**src/hdl/sdl_pkg.sv**
```systemverilog
`timescale 1ns / 1ps
`default_nettype none

package sdl_pkg;

  // field widths
  localparam int MODE_W = 2;
  localparam int VAL_W  = 32;
  localparam int POS_W  = 5;
  localparam int STAT_W = 2;
  localparam int LEN_W  = 5;

  localparam int CAPACITY_DEF = 16;

  // operation codes
  localparam logic [MODE_W-1:0] MODE_INSERT = 2'd0;
  localparam logic [MODE_W-1:0] MODE_DELETE = 2'd1;
  localparam logic [MODE_W-1:0] MODE_SEARCH = 2'd2;

  // status codes
  localparam logic [STAT_W-1:0] ST_OK       = 2'd0;
  localparam logic [STAT_W-1:0] ST_FULL     = 2'd1;
  localparam logic [STAT_W-1:0] ST_RANGE    = 2'd2;
  localparam logic [STAT_W-1:0] ST_NOTFOUND = 2'd3;

  typedef struct packed {
    logic [MODE_W-1:0]       mode;
    logic signed [VAL_W-1:0] value;
    logic [POS_W-1:0]        position;
  } in_item_t;

  typedef struct packed {
    logic [STAT_W-1:0] status;
    logic [POS_W-1:0]  found_position;
    logic [LEN_W-1:0]  list_length;
  } out_item_t;

  // per-cycle command broadcast to every cell
  typedef struct packed {
    logic run;
    logic ins;
    logic del;
    logic srch;
  } cell_ctrl_t;

endpackage

`default_nettype wire

```
**src/hdl/sorted_descending_list.sv**
```systemverilog
`timescale 1ns / 1ps
`default_nettype none

// Sorted list of up to CAPACITY signed 32-bit values, largest first.
// Input channel in_valid / in_stall / in_data carries one operation per transfer:
// insert a value (position only checked), delete at a 1-based position, or
// search for a value. Output channel out_valid / out_stall / out_data returns
// exactly one result per operation: status, first match position, length.
// After the input transfer, a run state lets every cell of the compare-and-shift
// chain act at once; then a resolve state loads the match encoder result into
// the output register and raises out_valid. The block takes one operation at
// a time; in_stall is high while an operation is in flight.
// When out_stall holds a result, the next operation is still accepted and
// runs through the chain; it then waits in the encoder step until the
// output register frees. Reset empties the list and clears out_valid; no
// clearing pass is needed, held values are only read below the length.
module sorted_descending_list #(
  parameter int CAPACITY = sdl_pkg::CAPACITY_DEF
) (
  input  wire                    clk,
  input  wire                    rst_n,
  input  wire                    in_valid,
  output logic                   in_stall,
  input  wire sdl_pkg::in_item_t in_data,
  output logic                   out_valid,
  input  wire                    out_stall,
  output sdl_pkg::out_item_t     out_data
);

  localparam int CNT_W = $clog2(CAPACITY + 1);
  localparam int CMP_W = ((CNT_W > sdl_pkg::POS_W) ? CNT_W : sdl_pkg::POS_W) + 1;
  localparam int LW    = sdl_pkg::LEN_W;
  localparam int PW    = sdl_pkg::POS_W;
  localparam int VW    = sdl_pkg::VAL_W;

  typedef enum logic [2:0] {
    S_IDLE    = 3'b001,
    S_RUN     = 3'b010,
    S_RESOLVE = 3'b100
  } state_t;

  state_t              state_r, state_nxt;
  sdl_pkg::in_item_t   op_r;
  logic [CNT_W-1:0]    cnt_r, cnt_nxt;
  logic [sdl_pkg::STAT_W-1:0] status_r, status_nxt;
  sdl_pkg::out_item_t  out_r, out_nxt;
  logic                out_valid_r, out_valid_nxt;
  sdl_pkg::cell_ctrl_t ctrl;

  logic [CMP_W-1:0]    pos_w, cnt_w;
  logic                is_ins, is_del, is_srch;

  logic [VW-1:0]       entry  [CAPACITY];
  logic                take   [CAPACITY];
  logic                eq     [CAPACITY];
  logic [CAPACITY-1:0] hits;
  logic [CNT_W-1:0]    hit_idx;
  logic                hit_any;

  assign pos_w   = CMP_W'(op_r.position);
  assign cnt_w   = CMP_W'(cnt_r);
  assign is_ins  = op_r.mode == sdl_pkg::MODE_INSERT;
  assign is_del  = op_r.mode == sdl_pkg::MODE_DELETE;
  assign is_srch = op_r.mode == sdl_pkg::MODE_SEARCH;

  // check the operation during the run cycle
  always_comb begin
    status_nxt = status_r;
    cnt_nxt    = cnt_r;
    ctrl       = '0;
    if (state_r == S_RUN) begin
      ctrl.run   = 1'b1;
      ctrl.srch  = is_srch;
      status_nxt = sdl_pkg::ST_OK;
      if (is_ins) begin
        if (cnt_r == CNT_W'(CAPACITY)) begin
          status_nxt = sdl_pkg::ST_FULL;
        end else if (pos_w == '0 || pos_w > cnt_w + CMP_W'(1)) begin
          status_nxt = sdl_pkg::ST_RANGE;
        end else begin
          ctrl.ins = 1'b1;
          cnt_nxt  = cnt_r + CNT_W'(1);
        end
      end else if (is_del) begin
        if (pos_w == '0 || pos_w > cnt_w) begin
          status_nxt = sdl_pkg::ST_RANGE;
        end else begin
          ctrl.del = 1'b1;
          cnt_nxt  = cnt_r - CNT_W'(1);
        end
      end
    end
  end

  // chain of compare-and-shift cells
  for (genvar i = 0; i < CAPACITY; i++) begin : g_cell
    logic [VW-1:0] l_entry, r_entry;
    logic          l_take, l_eq;
    if (i == 0) begin : g_head
      assign l_entry = '0;
      assign l_take  = 1'b0;
      assign l_eq    = 1'b0;
    end else begin : g_body
      assign l_entry = entry[i-1];
      assign l_take  = take[i-1];
      assign l_eq    = eq[i-1];
    end
    if (i == CAPACITY - 1) begin : g_tail
      assign r_entry = entry[i];
    end else begin : g_inner
      assign r_entry = entry[i+1];
    end
    sdl_cell #(
      .IDX   (i),
      .CNT_W (CNT_W),
      .CMP_W (CMP_W)
    ) u_cell (
      .clk         (clk),
      .rst_n       (rst_n),
      .ctrl        (ctrl),
      .value       (op_r.value),
      .cnt         (cnt_r),
      .del_pos     (pos_w),
      .left_entry  (l_entry),
      .left_take   (l_take),
      .left_eq     (l_eq),
      .right_entry (r_entry),
      .entry       (entry[i]),
      .take        (take[i]),
      .eq          (eq[i]),
      .hit         (hits[i])
    );
  end

  sdl_encode #(
    .CAPACITY (CAPACITY),
    .CNT_W    (CNT_W)
  ) u_encode (
    .hits  (hits),
    .index (hit_idx),
    .any   (hit_any)
  );

  // sequencer and output register
  always_comb begin
    state_nxt     = state_r;
    out_nxt       = out_r;
    out_valid_nxt = out_valid_r;
    if (out_valid_r && !out_stall) begin
      out_valid_nxt = 1'b0;
    end
    unique case (state_r)
      S_IDLE: begin
        if (in_valid) begin
          state_nxt = S_RUN;
        end
      end
      S_RUN: begin
        state_nxt = S_RESOLVE;
      end
      S_RESOLVE: begin
        if (!out_valid_r || !out_stall) begin
          out_nxt.status         = status_r;
          out_nxt.found_position = '0;
          out_nxt.list_length    = LW'(cnt_r);
          if (is_srch) begin
            out_nxt.status = hit_any ? sdl_pkg::ST_OK : sdl_pkg::ST_NOTFOUND;
            if (hit_any) begin
              out_nxt.found_position = PW'(hit_idx + CNT_W'(1));
            end
          end
          out_valid_nxt = 1'b1;
          state_nxt     = S_IDLE;
        end
      end
      default: begin
        state_nxt = S_IDLE;
      end
    endcase
  end

  always_ff @(posedge clk) begin
    if (!rst_n) begin
      state_r     <= S_IDLE;
      cnt_r       <= '0;
      out_valid_r <= 1'b0;
    end else begin
      state_r     <= state_nxt;
      cnt_r       <= cnt_nxt;
      out_valid_r <= out_valid_nxt;
    end
  end

  // payload registers
  always_ff @(posedge clk) begin
    if (state_r == S_IDLE && in_valid) begin
      op_r <= in_data;
    end
    status_r <= status_nxt;
    out_r    <= out_nxt;
  end

  assign in_stall  = state_r != S_IDLE;
  assign out_valid = out_valid_r;
  assign out_data  = out_r;

endmodule

`default_nettype wire

```
**src/hdl/sdl_cell.sv**
```systemverilog
`timescale 1ns / 1ps
`default_nettype none

module sdl_cell #(
  parameter int IDX   = 0,
  parameter int CNT_W = 5,
  parameter int CMP_W = 6
) (
  input  wire                                 clk,
  input  wire                                 rst_n,
  input  wire sdl_pkg::cell_ctrl_t            ctrl,
  input  wire logic signed [sdl_pkg::VAL_W-1:0] value,
  input  wire logic [CNT_W-1:0]               cnt,
  input  wire logic [CMP_W-1:0]               del_pos,
  input  wire logic [sdl_pkg::VAL_W-1:0]      left_entry,
  input  wire logic                           left_take,
  input  wire logic                           left_eq,
  input  wire logic [sdl_pkg::VAL_W-1:0]      right_entry,
  output logic [sdl_pkg::VAL_W-1:0]           entry,
  output logic                                take,
  output logic                                eq,
  output logic                                hit
);

  logic [sdl_pkg::VAL_W-1:0] entry_r, entry_nxt;
  logic                      hit_r, hit_nxt;
  logic                      occ, gt, shift_up;

  // local compares against the broadcast value
  assign occ      = CNT_W'(IDX) < cnt;
  assign gt       = value > $signed(entry_r);
  assign eq       = occ && (entry_r == value);
  // list is descending, so every free or smaller slot moves for an insert
  assign take     = !occ || gt;
  assign shift_up = CMP_W'(IDX + 1) >= del_pos;

  // next entry: hold, take from left neighbor, take new value, or take from right
  always_comb begin
    entry_nxt = entry_r;
    if (ctrl.run && ctrl.ins && take) begin
      entry_nxt = left_take ? left_entry : value;
    end else if (ctrl.run && ctrl.del && shift_up) begin
      entry_nxt = right_entry;
    end
  end

  // first match of a contiguous run of equal entries
  always_comb begin
    hit_nxt = hit_r;
    if (ctrl.run) begin
      hit_nxt = ctrl.srch && eq && !left_eq;
    end
  end

  always_ff @(posedge clk) begin
    entry_r <= entry_nxt;
  end

  always_ff @(posedge clk) begin
    if (!rst_n) begin
      hit_r <= 1'b0;
    end else begin
      hit_r <= hit_nxt;
    end
  end

  assign entry = entry_r;
  assign hit   = hit_r;

endmodule

`default_nettype wire

```
**src/hdl/sdl_encode.sv**
```systemverilog
`timescale 1ns / 1ps
`default_nettype none

module sdl_encode #(
  parameter int CAPACITY = 16,
  parameter int CNT_W    = 5
) (
  input  wire logic [CAPACITY-1:0] hits,
  output logic [CNT_W-1:0]         index,
  output logic                     any
);

  // hit vector is one-hot or zero, so an or of selected indexes gives the place
  always_comb begin
    index = '0;
    for (int i = 0; i < CAPACITY; i++) begin
      index = index | (hits[i] ? CNT_W'(i) : '0);
    end
  end

  assign any = |hits;

endmodule

`default_nettype wire

```
**config.mk**
```make
export PLATFORM = sky130hd
export DESIGN_NAME = sorted_descending_list
export DESIGN_NICKNAME = d
export VERILOG_FILES = /design/src/hdl/sdl_pkg.sv /design/src/hdl/sorted_descending_list.sv /design/src/hdl/sdl_cell.sv /design/src/hdl/sdl_encode.sv
export SDC_FILE = /design/constraint.sdc
export NUM_CORES = 2
export LEC_CHECK = 0
export ABC_AREA = 1
export BUFFER_PORTS_ARGS = -buffer_cell sky130_fd_sc_hd__buf_4
export CAP_MARGIN = 5
export CORE_AREA = 2 2 335 271
export CTS_CLUSTER_DIAMETER = 60
export DETAILED_ROUTE_END_ITERATION = 7
export DIE_AREA = 0 0 337 273
export PLACE_DENSITY = 0.7
export SYNTH_ARGS = -nofsm -noshare
export SYNTH_HDL_FRONTEND = slang
export SYNTH_HIERARCHICAL = 1
export SYNTH_SLANG_ARGS = --single-unit
```
**constraint.sdc**
```tcl
create_clock -name clk -period 14.22 [get_ports clk]
set_clock_uncertainty 0.2 [all_clocks]
set_input_delay 2.844 -clock clk [delete_from_list [all_inputs] [get_ports clk]]
set_output_delay 2.844 -clock clk [all_outputs]
set_load 0.005 [all_outputs]
```
==> metrics.md <==
| Metric | Value |
|---|---|
| Status | `finished clean` |
| Share of layout cells above drive strength 1 | `0.144` |
| Critical Path End | `g_cell[5].u_cell/entry[4]$_DFFE_PP_` |
| Die Height | `273 um` |
| Routed Antenna Nets | `0` |
| Worst slew margin | `0.172` |
| Syn Inst Count | `5,706` |
| Final nets | `6,279` |
| Power per standard cell area | `81.6 nW/um^2` |
| Reg2reg start | `cnt_r[2]$_SDFFE_PN0P_` |
| Setup Total Neg Slack | `0 ns` |
| H-tree Lvls | `3` |
| Post-Synthesis Cell Area | `48,300 sq um` |
| GPL Wtd Cong | `0.951` |
| Final instance area | `52,200 sq um` |
| Avg WL per Cell | `22.5 um` |
| CTS Sinks | `590` |
| Area post-placement | `49,800 sq um` |
| Period minus WS final | `5.13 ns` |
| Initial antenna violation count | `2` |
| Fillers | `7,828` |
| Origin of the worst setup path | `cnt_r[2]$_SDFFE_PN0P_` |
| Worst Hold Class | `reg2reg` |
| CP Launch Type | `flip-flop` |
| Final Power | `4.26 mW` |
| Critical Path Sink Type | `flip-flop` |
| Cells on worst reg2reg path | `18` |
| 1st-iter DRT viols | `6,393` |
| Buffers on Ports | `56` |
| Core area | `88,700 sq um` |
| Pin count of the biggest net entering global routing | `67` |
| Worst path top cell family by delay | `simple AND/OR/NAND/NOR gates` |
| CP Buf/Inv Count | `4` |
| Die width | `337 um` |
| Post-DP HPWL | `111,000 um` |
| # hold bufs at CTS | `0` |
| Cell mode on critical path | `nand2_1` |
| Initial Util | `0.545` |
| R2r endpoint | `g_cell[5].u_cell/entry[4]$_DFFE_PP_` |
| Hold path cells | `2` |
| Later-pin clock latency in the skew report | `0.65 ns` |
| First-pass GRT wire length | `236,000 um` |
| Clock buffer depth | `3` |
| Maxcap violations | `0` |
| Final Hold Viols | `0` |
| Least-Margin Pin Slew | `1.23 ns` |
| Clk root buf | `clkbuf_16` |
| Final Slew Violations | `0` |
| Site row count | `98` |
| Critical path class | `reg2reg` |
| Min-delay src | `out_valid$_SDFF_PN0_` |
| CTS clock-pin slew for the worst setup and hold paths | `0.06 ns` |
| Die area | `92,000 sq um` |
| DRC | `0` |
| ANT cells | `0` |
| Vias per inst | `6.07` |
| I/O pins | `57` |
| FMAX | `195 MHz` |
| RSZ-0062 raised after global routing | `no` |
| CP peak stage delay | `0.83 ns` |
| Worst path slowest cell | `dfxtp_1` |
| Vias in the first global route | `38,600` |
| Vias | `42,300` |
| CTS buffer count | `71` |
| Yosys warns | `6` |
| Final hold slack | `0.302 ns` |
| Syn Area/Cell | `8.47 sq um` |
| Overflow left after global routing | `0` |
| Post-CTS Repair Setup Buffers | `0` |
| CTS resizes | `0` |
| First drt pass iteration count | `8` |
| Required time of the critical path | `14.31 ns` |
| Crit path arrival time | `5.22 ns` |
| Final setup vio count | `0` |
| Number of cells on the critical path | `18` |
| CP Cell Sequence | `nand3_1 > xor2_1 > ha_1 > nand2_1 > inv_1 > nand2_1 > nand2_1 > nand2_1 > nand2_1 > nand2_1 > nand2_2 > nor4_2 > buf_4 > nand2_1 > inv_1 > nand3_4 > nand2_1 > buf_4` |
| FF-to-FF setup slack | `9.09 ns` |
| Drt total wl | `157,000 um` |
| Leak pwr | `25.1 nW` |
| Finished Core Util | `0.589` |
| CTS tree | `done` |
| Peak VDD IR | `0.0000957 V` |
| Layout Area Growth over Synthesis | `7.95%` |
| Peak fanout along the critical path | `33` |
| GRT Total Usage | `0.336` |
| Final period util | `0.361` |
## worst min-delay path by stage
stage	end	slack, ns
6_report	out_valid$_SDFF_PN0_	0.30
5_1_grt	out_valid$_SDFF_PN0_	0.34
4_1_cts	out_valid$_SDFF_PN0_	0.31
3_5_place_dp	out_valid$_SDFF_PN0_	0.30
3_3_place_gp	out_valid$_SDFF_PN0_	0.31
2_1_floorplan	out_valid$_SDFF_PN0_	0.28
## per-layer routing
metal  vias to the layer above  wire length, um  global-route usage
li1                      19600                -                   -
met1                     19800            69500               0.524
met2                      2621            59800               0.441
met4                         2             5680               0.116
met5                         -               13                   0
met3                       301            22000              0.0847
## sequential cells by signal, summed over array words and instances, names as in the netlist
| register | cells |
|---|---|
| g_cell.u_cell/entry | 512 |
| op_r | 39 |
| g_cell.u_cell/hit | 16 |
| out_data | 12 |
| cnt_r | 5 |
| state_r | 3 |
| status_r | 2 |
| out_valid | 1 |
## tightest hold or removal path, cell delays in order, from the launching register on
cell	delay, ns
dfxtp_1	0.31
nand2_1	0.08
a21oi_1	0.06
## cells in the final DEF, fill, tap and decap left out, types with 6 or more instances in the layout
cell / count
nand2_1: 1735
inv_1: 758
edfxtp_1: 565
nand4_1: 562
ha_1: 528
mux2_2: 496
a21oi_1: 235
nor2_1: 192
buf_4: 137
clkbuf_16: 72
nand3_1: 64
o21ai_0: 56
conb_1: 51
o21a_1: 47
nor3_1: 33
dfxtp_1: 25
nand3_2: 17
nand3_4: 17
a21o_1: 16
a31oi_4: 15
clkinv_1: 13
nor2_2: 13
clkbuf_1: 11
clkinvlp_4: 9
bufinv_16: 8
and3_1: 7
inv_2: 6
clkinv_2: 6
nor4_1: 6
## stage by stage
step	setup WS, ns	cells
2_1_floorplan	8.44	5755
3_3_place_gp	9.23	6834
3_5_place_dp	9.23	6834
4_1_cts	9.20	6962
5_1_grt	8.74	6962
6_report	9.09	6962
## final cells by class
class | count | area, sq um | share of cell area
clock buffer | 83 | 1840 | 0.0353
clock inverter | 45 | 499 | 0.00957
inverter | 764 | 2870 | 0.0550
multi-input combinational | 4143 | 27000 | 0.517
sequential | 590 | 17500 | 0.335
tap | 1200 | 1500 | 0.0288
timing repair buffer | 137 | 1030 | 0.0197
## power by group
group	internal (mW)	total, mW	leakage [nW]	switching [mW]
clock	1.08	1.87	1.11	0.786
sequential	1.89	1.91	5.29	0.0246
combinational	0.156	0.474	18.6	0.318
Note: power is estimated with default switching activity, not from simulation.
